===== config.mk =====
export PLATFORM = sky130hd
export DESIGN_NAME = power_button_long_press_detector_core
export DESIGN_NICKNAME = d
export VERILOG_FILES = /design/src/rtl/core/pbld_pkg.sv /design/src/rtl/core/pbld_fsm.sv /design/src/rtl/core/power_button_long_press_detector_core.sv
export SDC_FILE = /design/constraint.sdc
export NUM_CORES = 1
export LEC_CHECK = 0
export ABC_AREA = 1
export BUFFER_PORTS_ARGS = -buffer_cell sky130_fd_sc_hd__buf_2
export CAP_MARGIN = 20
export CORE_MARGIN = 2
export CORE_UTILIZATION = 45
export CTS_CLUSTER_DIAMETER = 50
export DETAILED_ROUTE_END_ITERATION = 8
export PLACE_DENSITY_LB_ADDON = 0.15
export SYNTH_ARGS = -nofsm -noshare
export SYNTH_HDL_FRONTEND = slang
export SYNTH_SLANG_ARGS = --single-unit

===== constraint.sdc =====
create_clock -name clk -period 6.4 [get_ports clk]
set_input_delay 0.64 -clock clk [delete_from_list [all_inputs] [get_ports clk]]
set_output_delay 0.64 -clock clk [all_outputs]
set_load 0.005 [all_outputs]

===== src/rtl/core/pbld_pkg.sv =====
package pbld_pkg;

  // mode codes
  localparam logic [1:0] MODE_IDLE      = 2'd0;
  localparam logic [1:0] MODE_DEBOUNCE  = 2'd1;
  localparam logic [1:0] MODE_DOWN      = 2'd2;
  localparam logic [1:0] MODE_POWER_OFF = 2'd3;

  // configuration register indexes
  localparam int unsigned CFG_IDX_W = 1;
  localparam logic [CFG_IDX_W-1:0] CFG_HOLD_TENTHS   = 1'd0;
  localparam logic [CFG_IDX_W-1:0] CFG_ESCAPE_ENABLE = 1'd1;
  localparam int unsigned CFG_DATA_W = 10;

  // fixed widths
  localparam int unsigned COUNT_W = 16;
  localparam int unsigned SINCE_W = 11;
  localparam int unsigned HOLD_W  = 18;
  localparam logic [COUNT_W-1:0] COUNT_MAX = '1;
  localparam logic [SINCE_W-1:0] SINCE_MAX = '1;

  // parameter defaults
  localparam int unsigned DEF_DEBOUNCE_TICKS    = 20;
  localparam int unsigned DEF_RATE_LIMIT_TICKS  = 1500;
  localparam int unsigned DEF_HOLD_MARGIN_TICKS = 20;
  localparam int unsigned DEF_TICKS_PER_TENTH   = 100;

  typedef struct packed {
    logic [CFG_DATA_W-1:0] hold_tenths;
    logic                  escape_enable;
  } cfg_t;

  typedef struct packed {
    logic       power_pulse;
    logic       escape_pulse;
    logic       backlight_off;
    logic [1:0] mode_now;
  } result_t;

endpackage


===== src/rtl/core/pbld_fsm.sv =====
module pbld_fsm
  import pbld_pkg::*;
#(
  parameter int unsigned DEBOUNCE_TICKS    = DEF_DEBOUNCE_TICKS,
  parameter int unsigned RATE_LIMIT_TICKS  = DEF_RATE_LIMIT_TICKS,
  parameter int unsigned HOLD_MARGIN_TICKS = DEF_HOLD_MARGIN_TICKS,
  parameter int unsigned TICKS_PER_TENTH   = DEF_TICKS_PER_TENTH
) (
  input  logic    clk,
  input  logic    rst,
  input  logic    step,
  input  logic    level,
  input  cfg_t    cfg,
  output result_t res
);

  logic [1:0]         mode, mode_next;
  logic [COUNT_W-1:0] countdown, countdown_next;
  logic [SINCE_W-1:0] since, since_next;
  logic               previous_level;

  logic               press_edge, release_edge;
  logic               expired;
  logic [COUNT_W-1:0] count_dec;
  logic [HOLD_W-1:0]  hold_sum;
  logic [COUNT_W-1:0] hold_len;
  logic               reported;

  // hold length, saturated to the countdown width
  assign hold_sum = HOLD_W'(cfg.hold_tenths) * HOLD_W'(TICKS_PER_TENTH)
                  + HOLD_W'(HOLD_MARGIN_TICKS);
  assign hold_len = (hold_sum > HOLD_W'(COUNT_MAX)) ? COUNT_MAX : hold_sum[COUNT_W-1:0];

  assign press_edge   = previous_level && !level;
  assign release_edge = !previous_level && level;
  assign expired      = (countdown <= COUNT_W'(1));
  assign count_dec    = expired ? '0 : countdown - COUNT_W'(1);

  always_comb begin
    mode_next         = mode;
    countdown_next    = countdown;
    reported          = 1'b0;
    res.power_pulse   = 1'b0;
    res.escape_pulse  = 1'b0;
    res.backlight_off = 1'b0;
    unique case (mode)
      MODE_IDLE: begin
        if (press_edge) begin
          countdown_next = COUNT_W'(DEBOUNCE_TICKS);
          mode_next      = MODE_DEBOUNCE;
        end
      end
      MODE_DEBOUNCE: begin
        countdown_next = count_dec;
        if (expired) begin
          if (!level) begin
            countdown_next = hold_len;
            mode_next      = MODE_DOWN;
          end else begin
            mode_next = MODE_IDLE;
          end
        end
      end
      MODE_DOWN: begin
        if (release_edge) begin
          countdown_next   = '0;
          mode_next        = MODE_IDLE;
          res.escape_pulse = cfg.escape_enable;
        end else begin
          countdown_next = count_dec;
          if (expired) begin
            if (!level) begin
              reported          = (since > SINCE_W'(RATE_LIMIT_TICKS));
              res.power_pulse   = reported;
              res.backlight_off = 1'b1;
              mode_next         = MODE_POWER_OFF;
            end else begin
              mode_next = MODE_IDLE;
            end
          end
        end
      end
      MODE_POWER_OFF: begin
        if (release_edge) begin
          mode_next = MODE_IDLE;
        end
      end
    endcase
    res.mode_now = mode_next;
  end

  // saturating tick count since the last power report
  assign since_next = reported ? '0 :
                      (since == SINCE_MAX) ? since : since + SINCE_W'(1);

  always_ff @(posedge clk) begin
    if (rst) begin
      mode           <= MODE_IDLE;
      countdown      <= '0;
      since          <= '0;
      previous_level <= 1'b1;
    end else if (step) begin
      mode           <= mode_next;
      countdown      <= countdown_next;
      since          <= since_next;
      previous_level <= level;
    end
  end

`ifndef ASSERT_OFF
  a_report_clears: assert property (@(posedge clk) disable iff (rst)
    step && res.power_pulse |=> since == '0)
    else $error("power report did not clear the tick count");

  a_backlight_on_entry: assert property (@(posedge clk) disable iff (rst)
    step && mode == MODE_DOWN && res.mode_now == MODE_POWER_OFF |-> res.backlight_off)
    else $error("power-off entered without backlight command");

  a_debounce_bound: assert property (@(posedge clk) disable iff (rst)
    mode == MODE_DEBOUNCE |-> countdown <= COUNT_W'(DEBOUNCE_TICKS))
    else $error("debounce countdown out of range");

  a_escape_to_idle: assert property (@(posedge clk) disable iff (rst)
    step && res.escape_pulse |=> mode == MODE_IDLE && !previous_level == 1'b0)
    else $error("escape without return to idle");
`endif

endmodule


===== src/rtl/core/power_button_long_press_detector_core.sv =====
// long-press power button detector: one word per millisecond tick carries the
// sampled active-low button level, and each accepted word yields exactly one
// result word with power, escape and backlight-off pulses plus the mode after
// the tick (0 idle, 1 debounce, 2 down, 3 power-off). a press in idle starts a
// debounce; if still held at its end the hold countdown of
// hold_tenths * TICKS_PER_TENTH + HOLD_MARGIN_TICKS ticks runs, and an early
// release pulses escape when escape_enable is set. hold expiry enters
// power-off with backlight off and a power pulse, the latter only when more
// than RATE_LIMIT_TICKS ticks have gone by since the last report. throughput
// is one word per clock while out_ready holds the result side open; the input
// register takes each accepted word and the result register then takes the
// state update for it once the result register is free. configuration is
// written through cfg_write, cfg_index and cfg_data and should only change
// while no word is in flight.
module power_button_long_press_detector_core
  import pbld_pkg::*;
#(
  parameter int unsigned DEBOUNCE_TICKS    = DEF_DEBOUNCE_TICKS,
  parameter int unsigned RATE_LIMIT_TICKS  = DEF_RATE_LIMIT_TICKS,
  parameter int unsigned HOLD_MARGIN_TICKS = DEF_HOLD_MARGIN_TICKS,
  parameter int unsigned TICKS_PER_TENTH   = DEF_TICKS_PER_TENTH
) (
  input  logic                  clk,
  input  logic                  rst,
  // configuration write port
  input  logic                  cfg_write,
  input  logic [CFG_IDX_W-1:0]  cfg_index,
  input  logic [CFG_DATA_W-1:0] cfg_data,
  // input words
  input  logic                  in_valid,
  output logic                  in_ready,
  input  logic                  button_level,
  // result words
  output logic                  out_valid,
  input  logic                  out_ready,
  output logic                  power_pulse,
  output logic                  escape_pulse,
  output logic                  backlight_off,
  output logic [1:0]            mode_now
);

  cfg_t    cfg;
  logic    s1_valid;
  logic    s1_level;
  logic    out_free;
  logic    step;
  result_t res;
  result_t res_q;

  // configuration registers
  always_ff @(posedge clk) begin
    if (rst) begin
      cfg <= '0;
    end else if (cfg_write) begin
      unique case (cfg_index)
        CFG_HOLD_TENTHS:   cfg.hold_tenths   <= cfg_data;
        CFG_ESCAPE_ENABLE: cfg.escape_enable <= cfg_data[0];
      endcase
    end
  end

  // result register is free when empty or being taken this cycle
  assign out_free = !out_valid || out_ready;
  // input register moves on whenever the result register can take its word
  assign in_ready = !s1_valid || out_free;
  // one state update per word, in order
  assign step     = s1_valid && out_free;

  // input register
  always_ff @(posedge clk) begin
    if (rst) begin
      s1_valid <= 1'b0;
    end else if (in_ready) begin
      s1_valid <= in_valid;
    end
  end

  always_ff @(posedge clk) begin
    if (in_valid && in_ready) begin
      s1_level <= button_level;
    end
  end

  // state machine and tick counters
  pbld_fsm #(
    .DEBOUNCE_TICKS   (DEBOUNCE_TICKS),
    .RATE_LIMIT_TICKS (RATE_LIMIT_TICKS),
    .HOLD_MARGIN_TICKS(HOLD_MARGIN_TICKS),
    .TICKS_PER_TENTH  (TICKS_PER_TENTH)
  ) u_fsm (
    .clk  (clk),
    .rst  (rst),
    .step (step),
    .level(s1_level),
    .cfg  (cfg),
    .res  (res)
  );

  // result register
  always_ff @(posedge clk) begin
    if (rst) begin
      out_valid <= 1'b0;
    end else if (out_free) begin
      out_valid <= s1_valid;
    end
  end

  always_ff @(posedge clk) begin
    if (step) begin
      res_q <= res;
    end
  end

  assign power_pulse   = res_q.power_pulse;
  assign escape_pulse  = res_q.escape_pulse;
  assign backlight_off = res_q.backlight_off;
  assign mode_now      = res_q.mode_now;

endmodule


==> Flow_metrics.wiki, run 1 <==
{| class="wikitable"
! Metric !! Value
|-
| Outcome || complete, no violations
|-
| Average cell area after synthesis || 6.84 um^2
|-
| Final period util || 58.3%
|-
| Worst r2r path cells || 21
|-
| H-tree depth reported by CTS || 2
|-
| Gpl congestion || 0.847
|-
| Area of the die || 10000 um^2
|-
| Share of synthesized area occupied by flip-flops and latches || 25.1%
|-
| Worst slew pin tran || 566 ps
|-
| Clock Root Buffer || sky130_fd_sc_hd__clkbuf_8
|-
| Req. time, crit path || 6590 ps
|-
| Final critical path time including I/O delays and setup || 3730 ps
|-
| Reg2Reg Launch Point || cfg[3]
|-
| CTS tree || built
|-
| Type of the most critical hold path || flip-flop to flip-flop
|-
| Vias post-DR || 3647
|-
| Port-buffer cells || 23
|-
| Fin util || 49.3%
|-
| Height of the chip || 100 um
|-
| Total global routing track utilization || 19.2%
|-
| Highest attainable clock frequency || 268 MHz
|-
| RSZ-0062 raised after global routing || false
|-
| Post-CTS resize count || 0
|-
| Type of element launching the critical path || flip-flop
|-
| Number of synthesized flops with an enable pin || 6
|-
| Worst r2r dst || u_fsm.countdown[5]
|-
| Num ports || 24
|-
| Largest fanout of any net on the critical path || 13
|-
| Dpl ws || 2640 ps
|-
| Final setup fails || 0
|-
| Number of endpoints with negative hold slack in the final report || 0
|-
| Critical path buffers and inverters || 3
|-
| Filler cells || 938
|-
| Die span in x || 100 um
|-
| Number of clock buffers inserted by TritonCTS || 5
|-
| Placed wire-length estimate after detailed placement || 7.27 mm
|-
| Fin. max-slew vios || 0
|-
| Max Cap Violations || 0
|-
| First-pass GRT wire length || 15.6 mm
|-
| Count of distinct cell types in the synthesized netlist || 40
|-
| Post-synthesis to final-layout area growth || 8.07%
|-
| # nets final || 696
|-
| Power Total || 826 uW
|-
| Post-synthesis cell area || 4150 um^2
|-
| Number of clock sinks seen by CTS || 49
|-
| Largest net degree at the start of global routing || 20
|-
| Final antenna-violating net count || 0
|-
| Minimum setup slack among reg-to-reg paths || 2670 ps
|-
| Worst Path Class, Setup || flip-flop to flip-flop
|-
| Ant. Diodes || 0
|-
| Chain of cells forming the critical path || inv_2 -> ha_1 -> inv_1 -> ha_1 -> ha_1 -> inv_1 -> fa_1 -> nor2_1 -> nand2_1 -> nor2_1 -> nand3_1 -> nor2_2 -> nand2_2 -> nor2_2 -> nand3_2 -> nand2_4 -> nand3_1 -> nand2_1 -> nand2_1 -> nand2_1 -> a21oi_1
|-
| Share of the synthesized area in the top cell type || 20.7%
|-
| Clock transition at the registers of the reported paths || 110 ps
|-
| Leftover overflow at the end of global routing || 0
|-
| Cells on Worst Hold Path || 2
|-
| Leakage dissipation || 0.00223 uW
|-
| Vias in the first global route || 3466
|-
| P per Cell Area || 184 nW/um^2
|-
| Number of buffers inserted to repair setup after CTS || 0
|-
| Worst max-slew margin expressed relative to the limit || 62.2%
|-
| DR WL/cell || 12.4 um
|-
| Post-synth top area cell || sky130_fd_sc_hd__dfxtp_1
|-
| Deepest clock path buffer count || 2
|-
| Detailed-route wire length || 9.18 mm
|-
| Minimum setup slack in the final design || 2670 ps
|-
| Post-CTS Hold Buffers || 0
|-
| Worst EP arrival || 3920 ps
|-
| Type of element capturing the critical path || flip-flop
|-
| Clock latency reported for the late side of the worst-skew pair || 320 ps
|-
| Flip-flop and latch count after synthesis || 49
|-
| Fraction of registers with async set or reset after synthesis || 0%
|-
| Most frequently used flop master after synthesis || sky130_fd_sc_hd__dfxtp_1
|-
| Ranking of synthesized cells by area || sky130_fd_sc_hd__dfxtp_1, sky130_fd_sc_hd__nand2_1, sky130_fd_sc_hd__ha_1
|-
| Maximum cell stage delay along the critical path || 520 ps
|-
| 1st-iter DRT viols || 130
|-
| CP max-delay cell || sky130_fd_sc_hd__fa_1
|-
| Standard cell core area || 9110 um^2
|-
| Layout cells sized above 1 || 13.3%
|-
| Cells after Synth || 607
|-
| Worst hold margin || 489 ps
|-
| DRC Markers || 0
|-
| Top cell family by delay on the critical path || simple AND/OR/NAND/NOR gates
|-
| Hold EP || u_fsm.countdown[1]
|-
| Number of synthesis warnings || 0
|-
| Hold path startpoint || u_fsm.countdown[1]
|-
| Net Count, Synth || 674
|-
| Most common cell type on the critical path || sky130_fd_sc_hd__nand2_1
|-
| Number of iterations in the first detailed-routing pass || 5
|-
| Worst clock skew || 15.9 ps
|-
| Starting density of the core || 45.6%
|-
| Site row count || 35
|-
| Via/cell ratio || 4.92
|-
| Antenna violations before repair || 0
|-
| Max VDD drop || 0.000105 V
|-
| Final total negative setup slack || 0 ps
|}
-- stage by stage --
stage                     cells  instance area [um^2]
final                       741                  4490
after CTS                   740                  4480
after global placement      732                  4360
after global routing        741                  4490
after detailed placement    732                  4360
after floorplan             607                  4150
-- registers in the layout, summed over array words and instances (netlist names), 2 cells and up --
register and cells:
mode_now 2, cfg 11, u_fsm.mode 2, u_fsm.since 11
u_fsm.countdown 16
-- cell usage after synthesis, types with 2 or more instances --
cell type,number
sky130_fd_sc_hd__inv_1,94
sky130_fd_sc_hd__fa_1,5
sky130_fd_sc_hd__inv_2,8
sky130_fd_sc_hd__nand4_1,6
sky130_fd_sc_hd__dfxtp_1,43
sky130_fd_sc_hd__xnor2_1,5
sky130_fd_sc_hd__o31ai_1,2
sky130_fd_sc_hd__o21ai_0,32
sky130_fd_sc_hd__a21oi_1,29
sky130_fd_sc_hd__clkbuf_1,6
sky130_fd_sc_hd__o21ai_1,5
sky130_fd_sc_hd__nand2_1,151
sky130_fd_sc_hd__o21bai_1,2
sky130_fd_sc_hd__nor3_1,6
sky130_fd_sc_hd__nor2_4,3
sky130_fd_sc_hd__nor4_1,2
sky130_fd_sc_hd__nand3_2,12
sky130_fd_sc_hd__nor2_1,53
sky130_fd_sc_hd__ha_1,45
sky130_fd_sc_hd__a21oi_2,10
sky130_fd_sc_hd__nand2_2,7
sky130_fd_sc_hd__nand3_1,35
sky130_fd_sc_hd__buf_2,3
sky130_fd_sc_hd__edfxtp_1,6
sky130_fd_sc_hd__xor2_1,16
sky130_fd_sc_hd__nor2_2,7
-- tightest hold or removal path, delay by kind of cell (launching register included) --
family	cells	cell delay (ps)
compound gates	1	50
simple gates	1	60
flops	1	340
-- cells by family after synthesis --
group	count (synthesis)	share of synthesized area, %
simple gates	287	31.7
fa+ha+maj	50	16.0
compound gates	88	12.3
buf+inv	112	10.5
xor+xnor	21	4.43
flops	49	25.1
-- placed cells by master, fill, tap and decap left out, types with 2 or more instances in the layout --
cell type and n:
sky130_fd_sc_hd__o31ai_1 2, sky130_fd_sc_hd__a21oi_1 29, sky130_fd_sc_hd__edfxtp_1 6, sky130_fd_sc_hd__nand4_1 6, sky130_fd_sc_hd__inv_2 8, sky130_fd_sc_hd__xnor2_1 5, sky130_fd_sc_hd__buf_4 2, sky130_fd_sc_hd__ha_1 45
sky130_fd_sc_hd__dfxtp_1 43, sky130_fd_sc_hd__o21ai_0 32, sky130_fd_sc_hd__nor3_1 6, sky130_fd_sc_hd__nand2_1 151, sky130_fd_sc_hd__fa_1 5, sky130_fd_sc_hd__o21bai_1 2, sky130_fd_sc_hd__buf_2 23, sky130_fd_sc_hd__o21ai_1 5
sky130_fd_sc_hd__clkbuf_8 5, sky130_fd_sc_hd__nor4_1 2, sky130_fd_sc_hd__xor2_1 16, sky130_fd_sc_hd__inv_1 94, sky130_fd_sc_hd__nor2_2 7, sky130_fd_sc_hd__nand3_1 35, sky130_fd_sc_hd__nor2_4 3, sky130_fd_sc_hd__nor2_1 53
sky130_fd_sc_hd__a21oi_2 10, sky130_fd_sc_hd__nand2_2 7, sky130_fd_sc_hd__nand3_2 12
-- layout make-up --
| cell class | instances | area, um^2 | share of cell area (%) |
|---|---|---|---|
| clock inverter | 3 | 50.0 | 1.12 |
| timing repair buffer | 25 | 130 | 2.90 |
| multi-input combinational | 446 | 2680 | 59.6 |
| clock buffer | 5 | 68.8 | 1.53 |
| inverter | 102 | 383 | 8.53 |
| sequential | 49 | 1040 | 23.2 |
| tap | 111 | 139 | 3.09 |
-- worst max-delay path by stage --
stage	endpoint	cells after the start	startpoint	slack, ps
global placement	u_fsm.countdown[12]	21	cfg[3]	2690
floorplan	u_fsm.countdown[15]	23	cfg[3]	3060
CTS	u_fsm.countdown[5]	21	cfg[3]	2620
finish	u_fsm.countdown[5]	21	cfg[3]	2670
global route	u_fsm.countdown[7]	21	cfg[3]	2320
detailed placement	u_fsm.countdown[7]	21	cfg[3]	2640
-- routing by layer --
metal  wire length (um)  global-route usage [%]  part of all wire [%]  up-vias
met1               4280                    24.0                    47     1616
li1                   -                       -                     -     1977
met2               4510                    34.5                    49       44
met3                264                    3.20                   2.9       10
met5                  0                       0                     0        -
met4                120                    4.43                   1.3        0
-- where the power goes --
group,internal [uW],switching (uW)
Sequential,323,11.0
Combinational,86.9,159
Clock,120,126
No activity file was read; power rests on OpenSTA's default activity.
==> run 2: changes to the inputs <==
- clock period: 6.4 -> 3.4 ns (I/O delays scaled with it)
==> Flow_metrics.wiki, run 2 (synthesized netlist as in run 1, its figures left out) <==
{| class="wikitable"
! Metric !! Value
|-
| Number of iterations in the first detailed-routing pass || 4
|-
| Minimum setup slack among reg-to-reg paths || 5 ps
|-
| Num ports || 24
|-
| Final total negative setup slack || 0 ps
|-
| Ant. Diodes || 0
|-
| Deepest clock path buffer count || 2
|-
| Highest-count cells in the layout ignoring fill and taps || sky130_fd_sc_hd__nand2_1, sky130_fd_sc_hd__inv_1, sky130_fd_sc_hd__nor2_1
|-
| Die span in x || 100 um
|-
| Largest registers || u_fsm.countdown x16, cfg x11, u_fsm.since x11
|-
| Cell area after placement || 4610 um^2
|-
| Final critical path time including I/O delays and setup || 3390 ps
|-
| Max VDD drop || 0.000165 V
|-
| Clock transition at the registers of the reported paths || 100 ps
|-
| Layout cells sized above 1 || 28.0%
|-
| Worst max-slew margin expressed relative to the limit || 55.0%
|-
| Gpl congestion || 0.874
|-
| Clock Root Buffer || sky130_fd_sc_hd__clkbuf_8
|-
| First-pass GRT wire length || 16.7 mm
|-
| Largest net degree at the start of global routing || 20
|-
| Final period util || 99.8%
|-
| Site row count || 35
|-
| Worst Path Class, Setup || flip-flop to flip-flop
|-
| Type of element launching the critical path || flip-flop
|-
| # nets final || 741
|-
| Max Cap Violations || 0
|-
| DRC Markers || 0
|-
| Area of the die || 10000 um^2
|-
| Worst hold margin || 214 ps
|-
| Req. time, crit path || 3650 ps
|-
| Vias in the first global route || 3740
|-
| Hold EP || s1_level
|-
| 1st-iter DRT viols || 101
|-
| Leftover overflow at the end of global routing || 0
|-
| Post-synthesis to final-layout area growth || 25.2%
|-
| Minimum setup slack in the final design || 5.11 ps
|-
| Worst slew pin tran || 673 ps
|-
| Final setup fails || 0
|-
| Placed wire-length estimate after detailed placement || 7.59 mm
|-
| Fin util || 57.1%
|-
| M3 GR Usage || 2.79%
|-
| Final antenna-violating net count || 0
|-
| Worst r2r dst || u_fsm.countdown[3]
|-
| Global-route track usage on met2 || 37.4%
|-
| Max FFs per register || 16
|-
| Starting density of the core || 45.6%
|-
| Filler cells || 845
|-
| Largest fanout of any net on the critical path || 6
|-
| DR WL/cell || 12.7 um
|-
| Dpl ws || -172 ps
|-
| Reg2Reg Launch Point || cfg[3]
|-
| Worst r2r path cells || 22
|-
| Hold path startpoint || button_level
|-
| Post-Layout Inst Area || 5200 um^2
|-
| CTS tree || built
|-
| Number of endpoints with negative hold slack in the final report || 0
|-
| Height of the chip || 100 um
|-
| Fin. max-slew vios || 0
|-
| Antenna violations before repair || 0
|-
| Total global routing track utilization || 20.3%
|-
| Detailed-route wire length || 9.96 mm
|-
| Met1 GRT Util || 24.6%
|-
| Most frequent standard cell in the layout excluding fill and tap cells || sky130_fd_sc_hd__nand2_1
|-
| Vias post-DR || 3915
|-
| RSZ-0062 raised after global routing || true
|-
| Number of clock sinks seen by CTS || 49
|-
| H-tree depth reported by CTS || 2
|-
| Via/cell ratio || 4.98
|-
| Number of clock buffers inserted by TritonCTS || 5
|-
| Leakage dissipation || 0.00246 uW
|-
| Standard cell core area || 9110 um^2
|-
| Port-buffer cells || 23
|-
| Largest reg by FF count || u_fsm.countdown
|-
| P per Cell Area || 312 nW/um^2
|-
| Outcome || complete, no violations
|-
| Worst clock skew || 8.30 ps
|-
| Cells on Worst Hold Path || 1
|-
| Post-CTS Hold Buffers || 0
|-
| Highest attainable clock frequency || 295 MHz
|-
| Clock latency reported for the late side of the worst-skew pair || 310 ps
|-
| Global-route layer with the greatest usage || met2
|-
| Type of element capturing the critical path || flip-flop
|-
| Type of the most critical hold path || input pin to flip-flop
|-
| Worst EP arrival || 3640 ps
|}
## run 2: worst max path at each step
| stage | to | slack, ps | cells past startpoint | start |
|---|---|---|---|---|
| CTS | u_fsm.countdown[10] | 3 | 19 | cfg[6] |
| global route | u_fsm.countdown[3] | -220 | 21 | cfg[3] |
| floorplan | u_fsm.countdown[15] | 60 | 23 | cfg[3] |
| global placement | u_fsm.countdown[10] | -100 | 22 | cfg[4] |
| detailed placement | u_fsm.countdown[12] | -170 | 22 | cfg[3] |
| finish | u_fsm.countdown[3] | 5 | 22 | cfg[3] |
## run 2: worst max-delay path, cell delays in order (launching register included)
cell,delay (ps)
sky130_fd_sc_hd__dfxtp_4,400
sky130_fd_sc_hd__inv_4,40
sky130_fd_sc_hd__ha_4,250
sky130_fd_sc_hd__inv_2,30
sky130_fd_sc_hd__ha_4,210
sky130_fd_sc_hd__ha_4,260
sky130_fd_sc_hd__inv_2,40
sky130_fd_sc_hd__fa_1,510
sky130_fd_sc_hd__nor2_2,160
sky130_fd_sc_hd__nand3_2,90
sky130_fd_sc_hd__nor2_2,120
sky130_fd_sc_hd__nand3_2,90
sky130_fd_sc_hd__nor2_4,140
sky130_fd_sc_hd__nand3_2,100
sky130_fd_sc_hd__nor2_2,130
sky130_fd_sc_hd__nand2_2,90
sky130_fd_sc_hd__nand3_4,150
sky130_fd_sc_hd__nand2_8,100
sky130_fd_sc_hd__nand2_2,80
sky130_fd_sc_hd__nand2_2,50
sky130_fd_sc_hd__nand2_1,90
sky130_fd_sc_hd__nand2_1,60
sky130_fd_sc_hd__a21oi_2,150
## run 2: through the flow
step | cells | total power (uW)
2_1_floorplan | 607 | 998
3_3_place_gp | 765 | 1160
3_5_place_dp | 765 | 1160
4_1_cts | 781 | 1590
5_1_grt | 786 | 1740
6_report | 786 | 1620
## run 2: report_power, final
group / total (uW) / switching, uW / internal (uW)
Clock: 369 / 222 / 147
Combinational: 628 / 354 / 274
Sequential: 628 / 21.4 / 607
Total: 1620 / 597 / 1030
## run 2: layout make-up
type                            instances  area [um^2]  area share [%]
Clock buffer                            5         68.8            1.32
Clock inverter                          3         21.3           0.409
Inverter                              102          385            7.41
Multi-Input combinational cell        447         3050            58.7
Sequential cell                        49         1060            20.4
Tap cell                              111          139            2.67
Timing Repair Buffer                   69          473            9.09
## run 2: per-layer routing
layer / vias up / share of wire (%) / wire, um
met1: 1792 / 46 / 4530
met5: - / 0 / 0
met3: 11 / 1.8 / 179
met2: 44 / 51 / 5120
li1: 2068 / - / -
met4: 0 / 1.2 / 122
## run 2: repair_timing
action                     in CTS  in global routing
pin swaps                      26                 30
buffers inserted                7                  5
setup endpoints to repair      16                 16
cloned                          1                  0
gates resized for setup        40                 32
==> run 3: changes to the inputs <==
- CAP_MARGIN: 20 -> unset
- CORE_MARGIN: 2 -> 8
==> Flow_metrics.wiki, run 3 (synthesized netlist as in run 1, its figures left out) <==
{| class="wikitable"
! Metric !! Value
|-
| Outcome || finished, violations left
|-
| Violated checks || negative setup slack
|-
| Number of clock sinks seen by CTS || 49
|-
| Num ports || 24
|-
| Layout cells sized above 1 || 30.9%
|-
| Worst EP arrival || 3690 ps
|-
| Hold path startpoint || button_level
|-
| Final setup fails || 4
|-
| Height of the chip || 112 um
|-
| Minimum setup slack in the final design || -45.8 ps
|-
| 1st-iter DRT viols || 191
|-
| Type of element capturing the critical path || flip-flop
|-
| Max VDD drop || 0.000238 V
|-
| Worst Path Class, Setup || flip-flop to flip-flop
|-
| Fin. max-slew vios || 0
|-
| Clock latency reported for the late side of the worst-skew pair || 310 ps
|-
| Fin util || 59.4%
|-
| CTS tree || built
|-
| Worst r2r dst || u_fsm.countdown[0]
|-
| Leftover overflow at the end of global routing || 0
|-
| Vias post-DR || 3961
|-
| Number of iterations in the first detailed-routing pass || 4
|-
| Clock transition at the registers of the reported paths || 110 ps
|-
| Site row count || 35
|-
| Die span in x || 112 um
|-
| H-tree depth reported by CTS || 2
|-
| Largest reg by FF count || u_fsm.countdown
|-
| Final critical path time including I/O delays and setup || 3450 ps
|-
| Hold EP || s1_level
|-
| Worst clock skew || 12.4 ps
|-
| Max Cap Violations || 0
|-
| Worst slew pin tran || 664 ps
|-
| Placed wire-length estimate after detailed placement || 7.76 mm
|-
| Detailed-route wire length || 10.6 mm
|-
| Max FFs per register || 16
|-
| Ant. Diodes || 0
|-
| Cells on Worst Hold Path || 1
|-
| Worst max-slew margin expressed relative to the limit || 55.4%
|-
| Standard cell core area || 9110 um^2
|-
| Sequential cell area || 1060 um^2
|-
| Cell area after placement || 4620 um^2
|-
| # nets final || 743
|-
| RSZ-0062 raised after global routing || true
|-
| Post-synthesis to final-layout area growth || 30.3%
|-
| P per Cell Area || 320 nW/um^2
|-
| Final period util || 101%
|-
| Largest net degree at the start of global routing || 20
|-
| Type of element launching the critical path || flip-flop
|-
| Leakage dissipation || 0.00253 uW
|-
| Filler cells || 838
|-
| Antenna violations before repair || 0
|-
| Via/cell ratio || 5.03
|-
| Gpl congestion || 0.897
|-
| Deepest clock path buffer count || 2
|-
| Worst r2r path cells || 21
|-
| Minimum setup slack among reg-to-reg paths || -50 ps
|-
| Number of endpoints with negative hold slack in the final report || 0
|-
| Highest-count cells in the layout ignoring fill and taps || sky130_fd_sc_hd__nand2_1, sky130_fd_sc_hd__inv_1, sky130_fd_sc_hd__nor2_1
|-
| Port-buffer cells || 23
|-
| Most frequent standard cell in the layout excluding fill and tap cells || sky130_fd_sc_hd__nand2_1
|-
| Number of clock buffers inserted by TritonCTS || 5
|-
| Largest registers || u_fsm.countdown x16, cfg x11, u_fsm.since x11
|-
| Area of the die || 12600 um^2
|-
| Clock Root Buffer || sky130_fd_sc_hd__clkbuf_8
|-
| Highest attainable clock frequency || 290 MHz
|-
| Post-Layout Inst Area || 5410 um^2
|-
| Vias in the first global route || 3978
|-
| Combined area of the multi-input logic cells || 3210 um^2
|-
| Reg2Reg Launch Point || cfg[3]
|-
| Final antenna-violating net count || 0
|-
| Req. time, crit path || 3640 ps
|-
| DR WL/cell || 13.4 um
|-
| Worst hold margin || 206 ps
|-
| DRC Markers || 0
|-
| Total global routing track utilization || 16.5%
|-
| Largest fanout of any net on the critical path || 6
|-
| First-pass GRT wire length || 17.6 mm
|-
| Post-CTS Hold Buffers || 0
|-
| Type of the most critical hold path || input pin to flip-flop
|-
| Starting density of the core || 45.6%
|}
-- run 3: changes by cell type in the layout (fill, tap and decap cells not counted), sizes merged --
cell,delta
bufinv,+1
clkinvlp,-1
buf,+2
-- run 3: power by group --
part	total (uW)	internal, uW	switching (uW)
registers	630	608	22.2
logic	652	284	368
clock network	447	221	226
total	1730	1110	616
-- run 3: timing repair --
action,CTS,global route
gates cloned,1,0
pin swaps,32,40
gates resized for setup,46,54
setup buffers,5,8
setup endpoints to repair,16,16
-- run 3: critical path, cell delays in order (launching register included) --
cell,delay [ps]
sky130_fd_sc_hd__dfxtp_4,400
sky130_fd_sc_hd__inv_4,40
sky130_fd_sc_hd__ha_4,260
sky130_fd_sc_hd__inv_2,40
sky130_fd_sc_hd__ha_4,210
sky130_fd_sc_hd__ha_4,260
sky130_fd_sc_hd__inv_2,30
sky130_fd_sc_hd__fa_1,490
sky130_fd_sc_hd__nor2_2,170
sky130_fd_sc_hd__nand3_2,110
sky130_fd_sc_hd__nor2_2,120
sky130_fd_sc_hd__nand3_2,100
sky130_fd_sc_hd__nor2_4,140
sky130_fd_sc_hd__nand3_2,100
sky130_fd_sc_hd__nor2_2,130
sky130_fd_sc_hd__nand2_2,90
sky130_fd_sc_hd__nand3_4,130
sky130_fd_sc_hd__nand2_8,90
sky130_fd_sc_hd__buf_12,130
sky130_fd_sc_hd__nor2_8,130
sky130_fd_sc_hd__o21ai_2,70
sky130_fd_sc_hd__a21oi_1,130
-- run 3: how the worst max path moves through the flow --
stage	from	endpoint	slack [ps]
after global routing	cfg[3]	u_fsm.countdown[5]	-230
after CTS	cfg[7]	u_fsm.countdown[12]	0.8
after detailed placement	cfg[3]	u_fsm.countdown[11]	-160
after floorplan	cfg[3]	u_fsm.countdown[15]	60
after global placement	cfg[4]	u_fsm.countdown[11]	-100
final	cfg[3]	u_fsm.countdown[0]	-50
-- run 3: metal layers --
layer	routed length, um	share of wire, %	vias up	global-route usage (%)
li1	-	-	2075	-
met1	4480	42	1816	18.5
met2	5620	53	56	31.6
met3	252	2.4	14	2.25
met4	206	2.0	0	5.22
met5	0	0	-	0
-- run 3: through the flow --
| step | total power (uW) | cells | setup slack (ps) | setup TNS (ps) |
|---|---|---|---|---|
| after global routing | 1840 | 788 | -231 | -3090 |
| final | 1730 | 788 | -45.8 | -104 |
| after detailed placement | 1160 | 766 | -160 | -1850 |
| after CTS | 1670 | 780 | 0.850 | 0 |
| after global placement | 1160 | 766 | -101 | -914 |
| after floorplan | 998 | 607 | 58.0 | 0 |
-- run 3: area by class of cell --
class                      count  area share, %
clock buffer                   5           1.27
clock inverter                 3          0.810
inverter                     102           7.12
multi-input combinational    447           59.3
sequential                    49           19.5
tap                          111           2.57
timing repair buffer          71           9.39
